==> config.mk <==
export PLATFORM = sky130hd
export DESIGN_NAME = register_alu_execute_with_flags_core_flat
export DESIGN_NICKNAME = d
export VERILOG_FILES = /design/src/hdl/rae_pkg.sv /design/src/hdl/rae_in_if.sv /design/src/hdl/rae_out_if.sv /design/src/hdl/rae_regfile.sv /design/src/hdl/rae_alu.sv /design/src/hdl/register_alu_execute_with_flags_core.sv /design/src/flat_wrapper.sv
export SDC_FILE = /design/constraint.sdc
export NUM_CORES = 2
export LEC_CHECK = 0
export BUFFER_PORTS_ARGS = -buffer_cell sky130_fd_sc_hd__buf_2
export CELL_PAD_IN_SITES_DETAIL_PLACEMENT = 1
export CELL_PAD_IN_SITES_GLOBAL_PLACEMENT = 1
export CORE_MARGIN = 5
export CORE_UTILIZATION = 43
export CTS_CLUSTER_SIZE = 24
export DETAILED_ROUTE_END_ITERATION = 12
export PLACE_DENSITY = 0.69
export SLEW_MARGIN = 20
export SYNTH_ARGS = -nofsm -noshare
export SYNTH_HDL_FRONTEND = slang
export SYNTH_SLANG_ARGS = --single-unit
export TNS_END_PERCENT = 20
==> constraint.sdc <==
create_clock -name clk -period 9.7 [get_ports clk]
set_input_delay 1.94 -clock clk [delete_from_list [all_inputs] [get_ports clk]]
set_output_delay 1.94 -clock clk [all_outputs]
set_load 0.05 [all_outputs]
==> src/hdl/rae_pkg.sv <==
package rae_pkg;

  localparam int REGISTER_COUNT_DEF = 32;
  localparam int DATA_W = 32;
  localparam int REG_IDX_W = 5;
  localparam int OP_W = 4;

  typedef enum logic [OP_W-1:0] {
    OP_ADD   = 4'd0,
    OP_SUB   = 4'd1,
    OP_AND   = 4'd2,
    OP_XOR   = 4'd3,
    OP_OR    = 4'd4,
    OP_ADDI  = 4'd5,
    OP_SUBI  = 4'd6,
    OP_ANDI  = 4'd7,
    OP_XORI  = 4'd8,
    OP_ORI   = 4'd9,
    OP_MOVR  = 4'd10,
    OP_MOVI  = 4'd11,
    OP_SWAP  = 4'd12,
    OP_LOAD0 = 4'd13,
    OP_READ0 = 4'd14
  } op_t;

  // Two write ports; port b wins when both hit the same register.
  typedef struct packed {
    logic                 we_a;
    logic [REG_IDX_W-1:0] idx_a;
    logic [DATA_W-1:0]    data_a;
    logic                 we_b;
    logic [REG_IDX_W-1:0] idx_b;
    logic [DATA_W-1:0]    data_b;
  } rf_wr_t;

  typedef struct packed {
    logic [DATA_W-1:0] value;
    logic              parity;
    logic              zero;
    logic              sign;
    logic              overflow;
  } result_t;

endpackage

==> src/hdl/rae_in_if.sv <==
interface rae_in_if;
  import rae_pkg::*;

  logic                        valid;
  logic                        ready;
  logic [OP_W-1:0]             operation;
  logic [REG_IDX_W-1:0]        dest_reg;
  logic [REG_IDX_W-1:0]        src_a_reg;
  logic [REG_IDX_W-1:0]        src_b_reg;
  logic signed [DATA_W-1:0]    immediate;

  modport source (
    output valid, operation, dest_reg, src_a_reg, src_b_reg, immediate,
    input  ready
  );

  modport sink (
    input  valid, operation, dest_reg, src_a_reg, src_b_reg, immediate,
    output ready
  );

endinterface

==> src/hdl/rae_out_if.sv <==
interface rae_out_if;
  import rae_pkg::*;

  logic                     valid;
  logic                     ready;
  logic signed [DATA_W-1:0] result_value;
  logic                     parity_flag;
  logic                     zero_flag;
  logic                     sign_flag;
  logic                     overflow_flag;

  modport source (
    output valid, result_value, parity_flag, zero_flag, sign_flag, overflow_flag,
    input  ready
  );

  modport sink (
    input  valid, result_value, parity_flag, zero_flag, sign_flag, overflow_flag,
    output ready
  );

endinterface

==> src/hdl/rae_regfile.sv <==
module rae_regfile #(
  parameter int REGISTER_COUNT = rae_pkg::REGISTER_COUNT_DEF
) (
  input  logic                                clk,
  input  logic                                rst_n,
  input  logic [rae_pkg::REG_IDX_W-1:0]       rd_a_idx,
  input  logic [rae_pkg::REG_IDX_W-1:0]       rd_b_idx,
  input  logic [rae_pkg::REG_IDX_W-1:0]       rd_c_idx,
  output logic [rae_pkg::DATA_W-1:0]          rd_a_data,
  output logic [rae_pkg::DATA_W-1:0]          rd_b_data,
  output logic [rae_pkg::DATA_W-1:0]          rd_c_data,
  input  rae_pkg::rf_wr_t                     wr
);
  import rae_pkg::*;

  localparam int ADDR_W = (REGISTER_COUNT > 1) ? $clog2(REGISTER_COUNT) : 1;

  logic [DATA_W-1:0] regs_r   [REGISTER_COUNT];
  logic [DATA_W-1:0] regs_nxt [REGISTER_COUNT];

  // Indexes past the end of the file read as zero.
  function automatic logic [DATA_W-1:0] read_at(input logic [REG_IDX_W-1:0] idx);
    logic [31:0] ext;
    ext = 32'(idx);
    if (ext < 32'(REGISTER_COUNT)) begin
      return regs_r[ext[ADDR_W-1:0]];
    end
    return '0;
  endfunction

  // The read ports must follow the file contents as well as the indexes.
  always_comb begin
    rd_a_data = read_at(rd_a_idx);
    rd_b_data = read_at(rd_b_idx);
    rd_c_data = read_at(rd_c_idx);
  end

  // Writes past the end of the file match no entry and are dropped.
  always_comb begin
    for (int i = 0; i < REGISTER_COUNT; i++) begin
      regs_nxt[i] = regs_r[i];
      if (wr.we_a && (32'(wr.idx_a) == 32'(i))) begin
        regs_nxt[i] = wr.data_a;
      end
      if (wr.we_b && (32'(wr.idx_b) == 32'(i))) begin
        regs_nxt[i] = wr.data_b;
      end
    end
  end

  always_ff @(posedge clk) begin
    if (!rst_n) begin
      for (int i = 0; i < REGISTER_COUNT; i++) begin
        regs_r[i] <= '0;
      end
    end else begin
      for (int i = 0; i < REGISTER_COUNT; i++) begin
        regs_r[i] <= regs_nxt[i];
      end
    end
  end

endmodule

==> src/hdl/rae_alu.sv <==
module rae_alu (
  input  logic [rae_pkg::OP_W-1:0]      op,
  input  logic [rae_pkg::REG_IDX_W-1:0] dest,
  input  logic [rae_pkg::REG_IDX_W-1:0] src_a,
  input  logic [rae_pkg::DATA_W-1:0]    a_val,
  input  logic [rae_pkg::DATA_W-1:0]    b_val,
  input  logic [rae_pkg::DATA_W-1:0]    d_val,
  input  logic [rae_pkg::DATA_W-1:0]    imm,
  output rae_pkg::result_t              res,
  output rae_pkg::rf_wr_t               wr
);
  import rae_pkg::*;

  logic [DATA_W-1:0] b_opnd;
  logic [DATA_W-1:0] r;
  logic              alu_op;
  logic              a_pos, a_neg, b_pos, b_neg, r_pos, r_neg;

  always_comb begin
    b_opnd = ((op >= OP_ADDI) && (op <= OP_ORI)) ? imm : b_val;
    r      = d_val;
    alu_op = 1'b0;
    wr     = '0;
    wr.idx_a = dest;
    wr.idx_b = src_a;
    wr.data_b = d_val;
    unique case (op)
      OP_ADD, OP_ADDI: begin
        r = a_val + b_opnd;
        alu_op = 1'b1;
        wr.we_a = 1'b1;
      end
      OP_SUB, OP_SUBI: begin
        r = a_val - b_opnd;
        alu_op = 1'b1;
        wr.we_a = 1'b1;
      end
      OP_AND, OP_ANDI: begin
        r = a_val & b_opnd;
        alu_op = 1'b1;
        wr.we_a = 1'b1;
      end
      OP_XOR, OP_XORI: begin
        r = a_val ^ b_opnd;
        alu_op = 1'b1;
        wr.we_a = 1'b1;
      end
      OP_OR, OP_ORI: begin
        r = a_val | b_opnd;
        alu_op = 1'b1;
        wr.we_a = 1'b1;
      end
      OP_MOVR: begin
        r = a_val;
        wr.we_a = 1'b1;
      end
      OP_MOVI: begin
        r = imm;
        wr.we_a = 1'b1;
      end
      OP_SWAP: begin
        // The old destination value lands in the source register.
        r = a_val;
        wr.we_a = 1'b1;
        wr.we_b = 1'b1;
      end
      OP_LOAD0: begin
        r = imm;
        wr.we_a = 1'b1;
        wr.idx_a = '0;
      end
      OP_READ0: begin
        r = d_val;
      end
      default: begin
        r = d_val;
      end
    endcase
    wr.data_a = r;
  end

  assign a_pos = (a_val != '0) && !a_val[DATA_W-1];
  assign a_neg = a_val[DATA_W-1];
  assign b_pos = (b_opnd != '0) && !b_opnd[DATA_W-1];
  assign b_neg = b_opnd[DATA_W-1];
  assign r_pos = (r != '0) && !r[DATA_W-1];
  assign r_neg = r[DATA_W-1];

  assign res.value    = r;
  assign res.parity   = ^r;
  assign res.zero     = (r == '0);
  assign res.sign     = r[DATA_W-1];
  assign res.overflow = alu_op && ((a_pos && b_pos && r_neg) || (a_neg && b_neg && r_pos));

endmodule

==> src/hdl/register_alu_execute_with_flags_core.sv <==
// An accepted beat waits in the execute stage until the output register can take it.
// Throughput: one instruction per cycle unless out_ stalls; the register file is read and
// written in the same cycle, so a dependent instruction may follow directly with no stall.
// Reset: synchronous, active low; clears all registers of the file and both valid bits.
// After reset the block accepts a beat in the very next cycle.
module register_alu_execute_with_flags_core #(
  parameter int REGISTER_COUNT = rae_pkg::REGISTER_COUNT_DEF
) (
  input logic       clk,
  input logic       rst_n,
  rae_in_if.sink    in_chan,
  rae_out_if.source out_chan
);
  import rae_pkg::*;

  logic                  s1_valid_r, s1_valid_nxt;
  logic [OP_W-1:0]       op_r;
  logic [REG_IDX_W-1:0]  dest_r, src_a_r, src_b_r;
  logic [DATA_W-1:0]     imm_r;

  logic                  out_valid_r, out_valid_nxt;
  result_t               out_res_r;

  logic                  in_fire, s1_adv;
  logic [REG_IDX_W-1:0]  rd_c_idx;
  logic [DATA_W-1:0]     a_val, b_val, d_val;
  result_t               alu_res;
  rf_wr_t                alu_wr, wr_gated;

  // The execute stage moves on whenever the output register is free or being drained.
  assign s1_adv        = s1_valid_r && (!out_valid_r || out_chan.ready);
  assign in_chan.ready = !s1_valid_r || s1_adv;
  assign in_fire       = in_chan.valid && in_chan.ready;

  always_comb begin
    s1_valid_nxt = s1_valid_r;
    if (in_fire) begin
      s1_valid_nxt = 1'b1;
    end else if (s1_adv) begin
      s1_valid_nxt = 1'b0;
    end
    out_valid_nxt = out_valid_r;
    if (s1_adv) begin
      out_valid_nxt = 1'b1;
    end else if (out_chan.ready) begin
      out_valid_nxt = 1'b0;
    end
  end

  always_ff @(posedge clk) begin
    if (!rst_n) begin
      s1_valid_r  <= 1'b0;
      out_valid_r <= 1'b0;
    end else begin
      s1_valid_r  <= s1_valid_nxt;
      out_valid_r <= out_valid_nxt;
    end
  end

  always_ff @(posedge clk) begin
    if (in_fire) begin
      op_r    <= in_chan.operation;
      dest_r  <= in_chan.dest_reg;
      src_a_r <= in_chan.src_a_reg;
      src_b_r <= in_chan.src_b_reg;
      imm_r   <= in_chan.immediate;
    end
    if (s1_adv) begin
      out_res_r <= alu_res;
    end
  end

  // The third read port serves the old destination, or register 0 for a read-out.
  assign rd_c_idx = (op_r == OP_READ0) ? '0 : dest_r;

  rae_regfile #(
    .REGISTER_COUNT(REGISTER_COUNT)
  ) u_regfile (
    .clk       (clk),
    .rst_n     (rst_n),
    .rd_a_idx  (src_a_r),
    .rd_b_idx  (src_b_r),
    .rd_c_idx  (rd_c_idx),
    .rd_a_data (a_val),
    .rd_b_data (b_val),
    .rd_c_data (d_val),
    .wr        (wr_gated)
  );

  rae_alu u_alu (
    .op    (op_r),
    .dest  (dest_r),
    .src_a (src_a_r),
    .a_val (a_val),
    .b_val (b_val),
    .d_val (d_val),
    .imm   (imm_r),
    .res   (alu_res),
    .wr    (alu_wr)
  );

  always_comb begin
    wr_gated      = alu_wr;
    wr_gated.we_a = alu_wr.we_a && s1_adv;
    wr_gated.we_b = alu_wr.we_b && s1_adv;
  end

  assign out_chan.valid         = out_valid_r;
  assign out_chan.result_value  = out_res_r.value;
  assign out_chan.parity_flag   = out_res_r.parity;
  assign out_chan.zero_flag     = out_res_r.zero;
  assign out_chan.sign_flag     = out_res_r.sign;
  assign out_chan.overflow_flag = out_res_r.overflow;

`ifndef SYNTHESIS
  a_stage_holds: assert property (@(posedge clk) disable iff (!rst_n)
    (s1_valid_r && out_valid_r && !out_chan.ready) |=>
      (s1_valid_r && $stable(op_r) && $stable(imm_r) && $stable(dest_r)))
    else $error("execute stage changed while the output was stalled");

  a_adv_fills_out: assert property (@(posedge clk) disable iff (!rst_n)
    s1_adv |=> out_valid_r)
    else $error("advanced instruction did not reach the output register");

  a_ovf_alu_only: assert property (@(posedge clk) disable iff (!rst_n)
    (s1_adv && (op_r >= OP_MOVR)) |=> !out_res_r.overflow)
    else $error("overflow flag set for a non-ALU operation");

  a_read_no_write: assert property (@(posedge clk) disable iff (!rst_n)
    (s1_adv && (op_r == OP_READ0)) |-> (!wr_gated.we_a && !wr_gated.we_b))
    else $error("register read-out wrote the register file");
`endif

endmodule

==> src/flat_wrapper.sv <==
// flat-port wrapper written by rule: the top's interface ports become plain ports
module register_alu_execute_with_flags_core_flat import rae_pkg::*;
#(
  parameter int REGISTER_COUNT = rae_pkg::REGISTER_COUNT_DEF
)
  (clk, rst_n, in_chan_valid, in_chan_operation, in_chan_dest_reg, in_chan_src_a_reg, in_chan_src_b_reg, in_chan_immediate, in_chan_ready, out_chan_valid, out_chan_result_value, out_chan_parity_flag, out_chan_zero_flag, out_chan_sign_flag, out_chan_overflow_flag, out_chan_ready);
  rae_in_if in_chan_i ();
  rae_out_if out_chan_i ();
  input logic clk;
  input logic rst_n;
  input wire logic [$bits(in_chan_i.valid)-1:0] in_chan_valid;
  input wire logic [$bits(in_chan_i.operation)-1:0] in_chan_operation;
  input wire logic [$bits(in_chan_i.dest_reg)-1:0] in_chan_dest_reg;
  input wire logic [$bits(in_chan_i.src_a_reg)-1:0] in_chan_src_a_reg;
  input wire logic [$bits(in_chan_i.src_b_reg)-1:0] in_chan_src_b_reg;
  input wire logic [$bits(in_chan_i.immediate)-1:0] in_chan_immediate;
  output wire logic [$bits(in_chan_i.ready)-1:0] in_chan_ready;
  output wire logic [$bits(out_chan_i.valid)-1:0] out_chan_valid;
  output wire logic [$bits(out_chan_i.result_value)-1:0] out_chan_result_value;
  output wire logic [$bits(out_chan_i.parity_flag)-1:0] out_chan_parity_flag;
  output wire logic [$bits(out_chan_i.zero_flag)-1:0] out_chan_zero_flag;
  output wire logic [$bits(out_chan_i.sign_flag)-1:0] out_chan_sign_flag;
  output wire logic [$bits(out_chan_i.overflow_flag)-1:0] out_chan_overflow_flag;
  input wire logic [$bits(out_chan_i.ready)-1:0] out_chan_ready;
  assign in_chan_i.valid = in_chan_valid;
  assign in_chan_i.operation = in_chan_operation;
  assign in_chan_i.dest_reg = in_chan_dest_reg;
  assign in_chan_i.src_a_reg = in_chan_src_a_reg;
  assign in_chan_i.src_b_reg = in_chan_src_b_reg;
  assign in_chan_i.immediate = in_chan_immediate;
  assign in_chan_ready = in_chan_i.ready;
  assign out_chan_valid = out_chan_i.valid;
  assign out_chan_result_value = out_chan_i.result_value;
  assign out_chan_parity_flag = out_chan_i.parity_flag;
  assign out_chan_zero_flag = out_chan_i.zero_flag;
  assign out_chan_sign_flag = out_chan_i.sign_flag;
  assign out_chan_overflow_flag = out_chan_i.overflow_flag;
  assign out_chan_i.ready = out_chan_ready;
  register_alu_execute_with_flags_core #(.REGISTER_COUNT(REGISTER_COUNT)) u_core (.clk(clk), .rst_n(rst_n), .in_chan(in_chan_i), .out_chan(out_chan_i));
endmodule
Word level (Yosys, flattened, before mapping). Memory sizes are Yosys's and may differ from the RTL's. A register that Yosys moved wholly into a read port is not among the register bits. Cells that the tools add are included.

Flip-flop bits (word level): 89. Bits in writable memories: 1024. Input port bits: 55. Output and inout port bits: 38. Word-level logic and storage cells: 407. Memories: 1.

Memories: u_core.u_regfile.regs_r (words 32, width 32, rd ports 3, clocked after memory_dff 2, wr ports 32, RTL line rae_regfile.sv:18) `logic [DATA_W-1:0] regs_r [REGISTER_COUNT];`.

Add/sub/neg operators: 2. $lt $le $gt $ge: 2. Equality and inequality tests: 108. Muxes and demuxes: 111. Bitwise gates (word level): 35. Reductions and logical operators: 136.

Operator list (number): $mux 32 (97); $pmux 32 s7 (1); $eq 5x5->1 const B (32); $reduce_bool 32->1 (3); $eq 5x4->1 const B (16); $logic_and 1x1->1 (77); $ne 2x2->1 const B (32); $reduce_and 2->1 (32); $eq 5x3->1 const B (8); $add 32x32->32 (1); $and 32x32->32 (1); $logic_not 32->1 (1); $or 1x1->1 (32); $or 32x32->32 (1); $reduce_xor 32->1 (1); $sub 32x32->32 (1); $xor 32x32->32 (1); $eq 4x4->1 const B (7); $eq 5x2->1 const B (4); $mux 5 (4); $eq 4x3->1 const B (4); $reduce_or 14->1 (1); $reduce_or 2->1 (7); $eq 5x1->1 const B (2); other kinds (11) (28).

Longest topological paths before layout.
Depth after elaboration: 10. Gate-level depth with buffers: 35. Gate-level depth less buffers: 28.

Cells and area by module. From an unflattened synthesis, not the netlist that was laid out.

Cells, all modules: 9369. Area total of the unflattened synthesis: 83523.9 um^2.

Modules (own cells, without submodules): rae_regfile (times used 1, cells an instance 8274, area each 73847.1 um^2, seq. area each 30749.5 um^2); rae_alu (times used 1, cells an instance 990, area each 6887.9 um^2, seq. area each 0.0 um^2); register_alu_execute_with_flags_core (times used 1, cells an instance 105, area each 2788.9 um^2, seq. area each 2652.5 um^2).

Worst setup path before layout. No wires, ideal clock.

Kind: flip-flop to flip-flop. From: register (tool-made name). To: register u_core.out_res_r, in the netlist u_core.out_chan.parity_flag (data pin). Library setup time: 0.260 ns. Arrival: 6.950 ns. Data required time: 9.440 ns. Setup slack: 2.490 ns. Stages on the path, launching flop included: 27. Path buffers: 5. Period minus slack after synthesis: 7.210 ns. Path through: dfxtp_1 -> clkbuf_1 -> buf_2 -> buf_2 -> buf_1 -> mux4_2 -> mux4_2 -> mux2i_1 -> ha_1 -> inv_1 -> fa_1 -> a21o_1 -> a21o_1 -> a211oi_1 -> o32ai_1 -> a221o_1 -> a41oi_1 -> a31o_2 -> o21ai_0 -> a221oi_1 -> buf_2 -> a21o_1 -> ha_1 -> xnor2_1 -> xnor2_1 -> xnor2_1 -> xnor2_1.

RTL lines: end signal: assignment (RTL line register_alu_execute_with_flags_core.sv:69) `out_res_r <= alu_res;`; end: declaration (RTL line register_alu_execute_with_flags_core.sv:22) `result_t out_res_r;`.

==> run_results.csv <==
group,metric,value,unit
route,wl,453000,um
logic_synthesis,postSynthAreaPerCell,10.8,um^2
die,die_y,443,um
route,drt_iter0_drc,13721,
pwr,p_switching,7.23,mW
route,vias_per_cell,7.80,
logic_synthesis,synthTopCellsByArea,"edfxtp_1 (41%), mux4_2 (16%), nand2_1 (7.0%)",
logic_synthesis,synth_cell_type_count,84,
final_layout,multi_input_area,0.0438,mm^2
pwr,power,18.4,mW
logic_synthesis,yosys.area.top_type,"edfxtp_1",
setup_path,cp-end-kind,"register",
timing,slew_violations,0,
timing,rsz0062_at_grt,"no",
die,dieArea,0.196,mm^2
clocking,cts_sinks,1122,
place,hpwl,285000,um
setup_path,start_kind,"register",
place,place_area,0.0844,mm^2
global_routing,antenna_found_initial,30,
die,row_count,158,
timing,slew_headroom,0.122,
final_layout,nets,7371,
place,routabilityCongestion,1.08,
global_routing,grtUsageTotal,0.446,
logic_synthesis,syn_inst,7457,
global_routing,grt_first_pass_wirelength,613000,um
timing,fmax,113,MHz
global_routing,overflow,0,
final_layout,design_area,0.0890,mm^2
global_routing,grt_max_degree,151,
final_layout,stdcell_count,9816,
route,wl_per_cell,46.2,um
clocking,postCtsHoldBufs,0,
die,start_util,0.433,
final_layout,fillers,19671,
logic_synthesis,syn-num-nets,7626,
setup_path,arrival,9.42,ns
clocking,clkTransAtPathRegs,0.06,ns
pwr,intPower,11.2,mW
pwr,power_density,207,mW/mm^2
route,drt-pass1-iter-count,9,
logic_synthesis,ys_async_sr_fraction,0,
place,place_inst,9540,
logic_synthesis,ys_warn_count,0,
logic_synthesis,synth_ff_type,"edfxtp_1",
pwr,power.clock.fraction,0.291,
clocking,cts-resized-gates,0,
clocking,cts_buffer_depth,3,
timing,finalHoldViolCount,0,
pwr,ir_worst_vdd,0.192,mV
setup_path,required,10.25,ns
setup_path,reg2reg_to,"u_core.out_chan.overflow_flag$_DFFE_PP_",
final_layout,drive_gt1_frac,0.232,
flow_run,maxCapViolCount,0,
hold_path,min_path_type,"register to register",
timing,clock_skew,0.0461,ns
logic_synthesis,ys_ff_latch,1122,
place,io_buffers,92,
global_routing,grt_pass1_vias,74820,
logic_synthesis,ys_seq_area_frac,0.417,
clocking,clk_latency,0.84,ns
clocking,htreeDepth,4,
logic_synthesis,synth_top_cell_area_share,0.414,
setup_path,r2r_setup_slack,0.84,ns
hold_path,hold_depth,1,
timing,setup_tns,0,ns
die,ioPinCount,93,
timing,min_period,8.86,ns
setup_path,slowest_delay,0.94,ns
logic_synthesis,synth_edf_count,1110,
final_layout,final-seq-area,0.0336,mm^2
hold_path,min_to,"u_core.out_chan.valid$_SDFFE_PN0P_",
die,die_w,443,um
clocking,cts_buffers,139,
setup_path,critPathMaxFanout,32,
setup_path,critical-path-slowest-cell,"o22ai_1",
setup_path,crit_type,"register to register",
final_layout,finish.utilization,0.479,
timing,finalSetupViolations,0,
timing,finalCritPeriodShare,0.914,
clocking,cts_tree,"built",
route,ant_nets,0,
hold_path,hp-start,"u_core.s1_valid_r$_SDFFE_PN0P_",
timing,worstMarginPinSlew,1.31,ns
clocking,post_cts_buffers,0,
pwr,p_sw_frac,0.393,
route,vias,76575,
setup_path,r2r_cells,28,
final_layout,area_growth,10.6,%
status,status,"finished, final reports clean",
clocking,cts_root_buffer,"clkbuf_16",
route,drc_errors,0,
pwr,p_leak,31.5,nW
die,core_area,0.186,mm^2
pwr,share_comb_of_total_power,0.363,
pwr,p_seq_frac,0.346,
logic_synthesis,syn_area,0.0805,mm^2
flip-flops by register name, summed over array words and instances, names as in the netlist, 4 cells and up, named ones only:
name / count
u_core.op_r: 4
u_core.dest_r: 5
u_core.src_b_r: 5
u_core.src_a_r: 5
u_core.imm_r: 32
u_core.out_chan.result_value: 31
u_core.u_regfile.regs_r: 1024
kinds of logic after synthesis:
kind of cell / Yosys count / share of synthesized area
AO/OA/AOI/OAI: 2035 / 0.166
AND/OR/NAND/NOR: 1972 / 0.0990
multiplexers: 1192 / 0.241
flip-flops: 1122 / 0.417
buffers and inverters: 955 / 0.0511
adder cells (fa/ha/maj): 114 / 0.0178
XOR/XNOR: 67 / 0.00729
cells in the mapped netlist (6+ instances only):
master / count
xnor2_1: 53
nor4_1: 15
o211ai_1: 135
and2_1: 18
buf_2: 142
o21ai_1: 46
o32a_1: 9
nand3_1: 35
a21o_1: 24
mux2i_1: 351
a211oi_1: 60
o22ai_1: 195
nor2b_1: 15
nor2_1: 245
mux4_2: 570
or3_1: 6
clkbuf_1: 574
ha_1: 113
o21ai_0: 275
dfxtp_1: 12
buf_4: 20
a21boi_0: 267
mux2_2: 267
nand4_1: 18
a21oi_1: 564
nor3_1: 23
edfxtp_1: 1110
xor2_1: 14
nand3b_1: 30
buf_6: 36
and3_1: 8
nand2b_1: 21
buf_1: 73
nand2_1: 1511
o21a_1: 18
a22oi_1: 39
a31oi_1: 9
inv_1: 105
a211oi_2: 15
o31a_1: 13
a22o_1: 52
a221oi_1: 270
per-layer routing:
layer / global-route usage / up-vias / wire length, um / share of wire
met2: 0.623 / 7583 / 184000 / 0.41
li1: - / 28117 / - / -
met1: 0.537 / 38636 / 152000 / 0.34
met3: 0.174 / 2231 / 68100 / 0.15
met4: 0.380 / 8 / 48900 / 0.11
met5: 0.000977 / - / 63 / 0.00014
cell type report:
cell class,instances,share of cell area
Multi-Input combinational cell,5380,0.492
Clock inverter,83,0.00936
Tap cell,2480,0.0349
Timing Repair Buffer,449,0.0399
Antenna cell,27,0.000759
Sequential cell,1122,0.378
Inverter,110,0.00465
Clock buffer,165,0.0410
worst max-delay path by stage:
stage / to / slack [ns] / cells after the start
finish: u_core.out_chan.overflow_flag$_DFFE_PP_ / 0.84 / 28
global route: u_core.out_chan.overflow_flag$_DFFE_PP_ / 0.65 / 28
CTS: u_core.out_chan.overflow_flag$_DFFE_PP_ / 1.17 / 27
detailed placement: u_core.out_chan.overflow_flag$_DFFE_PP_ / 1.18 / 27
global placement: u_core.out_chan.overflow_flag$_DFFE_PP_ / 0.95 / 26
floorplan: u_core.out_chan.parity_flag$_DFFE_PP_ / 2.49 / 26
per-stage QoR:
stage	hold slack, ns	setup slack, ns
floorplan	0.448	2.49
global placement	0.502	0.948
detailed placement	0.523	1.18
CTS	0.537	1.17
global route	0.560	0.649
finish	0.535	0.835
critical path: cells and delay by family, from the launching register on:
family / cells / cell delay (ns)
DFF: 1 / 0.63
and+or+nand+nor: 12 / 2.28
buffers and inverters: 3 / 0.94
muxes: 2 / 0.55
xor gates and xnor gates: 1 / 0.11
AOI/OAI and AO/OA: 7 / 3.21
adders and majority gates: 3 / 0.84
power groups by stage:
| stage | clock network [mW] | logic (mW) | registers [mW] |
|---|---|---|---|
| floorplan | 0 | 3.91 | 6.26 |
| global placement | 0 | 6.23 | 6.39 |
| detailed placement | 0 | 6.34 | 6.43 |
| CTS | 5.34 | 6.38 | 6.34 |
| global route | 5.55 | 6.82 | 6.39 |
| finish | 5.36 | 6.68 | 6.37 |
cell usage in the layout (no fill, tap or decap), drive strengths merged, types with 117 or more instances in the layout:
| master | netlist | final |
|---|---|---|
| clkbuf | 574 | 165 |
| a21boi | 268 | 268 |
| nor2 | 247 | 247 |
| o22ai | 195 | 195 |
| mux2 | 267 | 267 |
| a221oi | 272 | 272 |
| nand2 | 1511 | 1511 |
| edfxtp | 1110 | 1110 |
| a21oi | 565 | 565 |
| o211ai | 135 | 135 |
| o21ai | 321 | 321 |
| mux2i | 355 | 355 |
| mux4 | 570 | 570 |
| buf | 271 | 449 |
| inv | 108 | 117 |
Power figures use the tool's default switching activity.
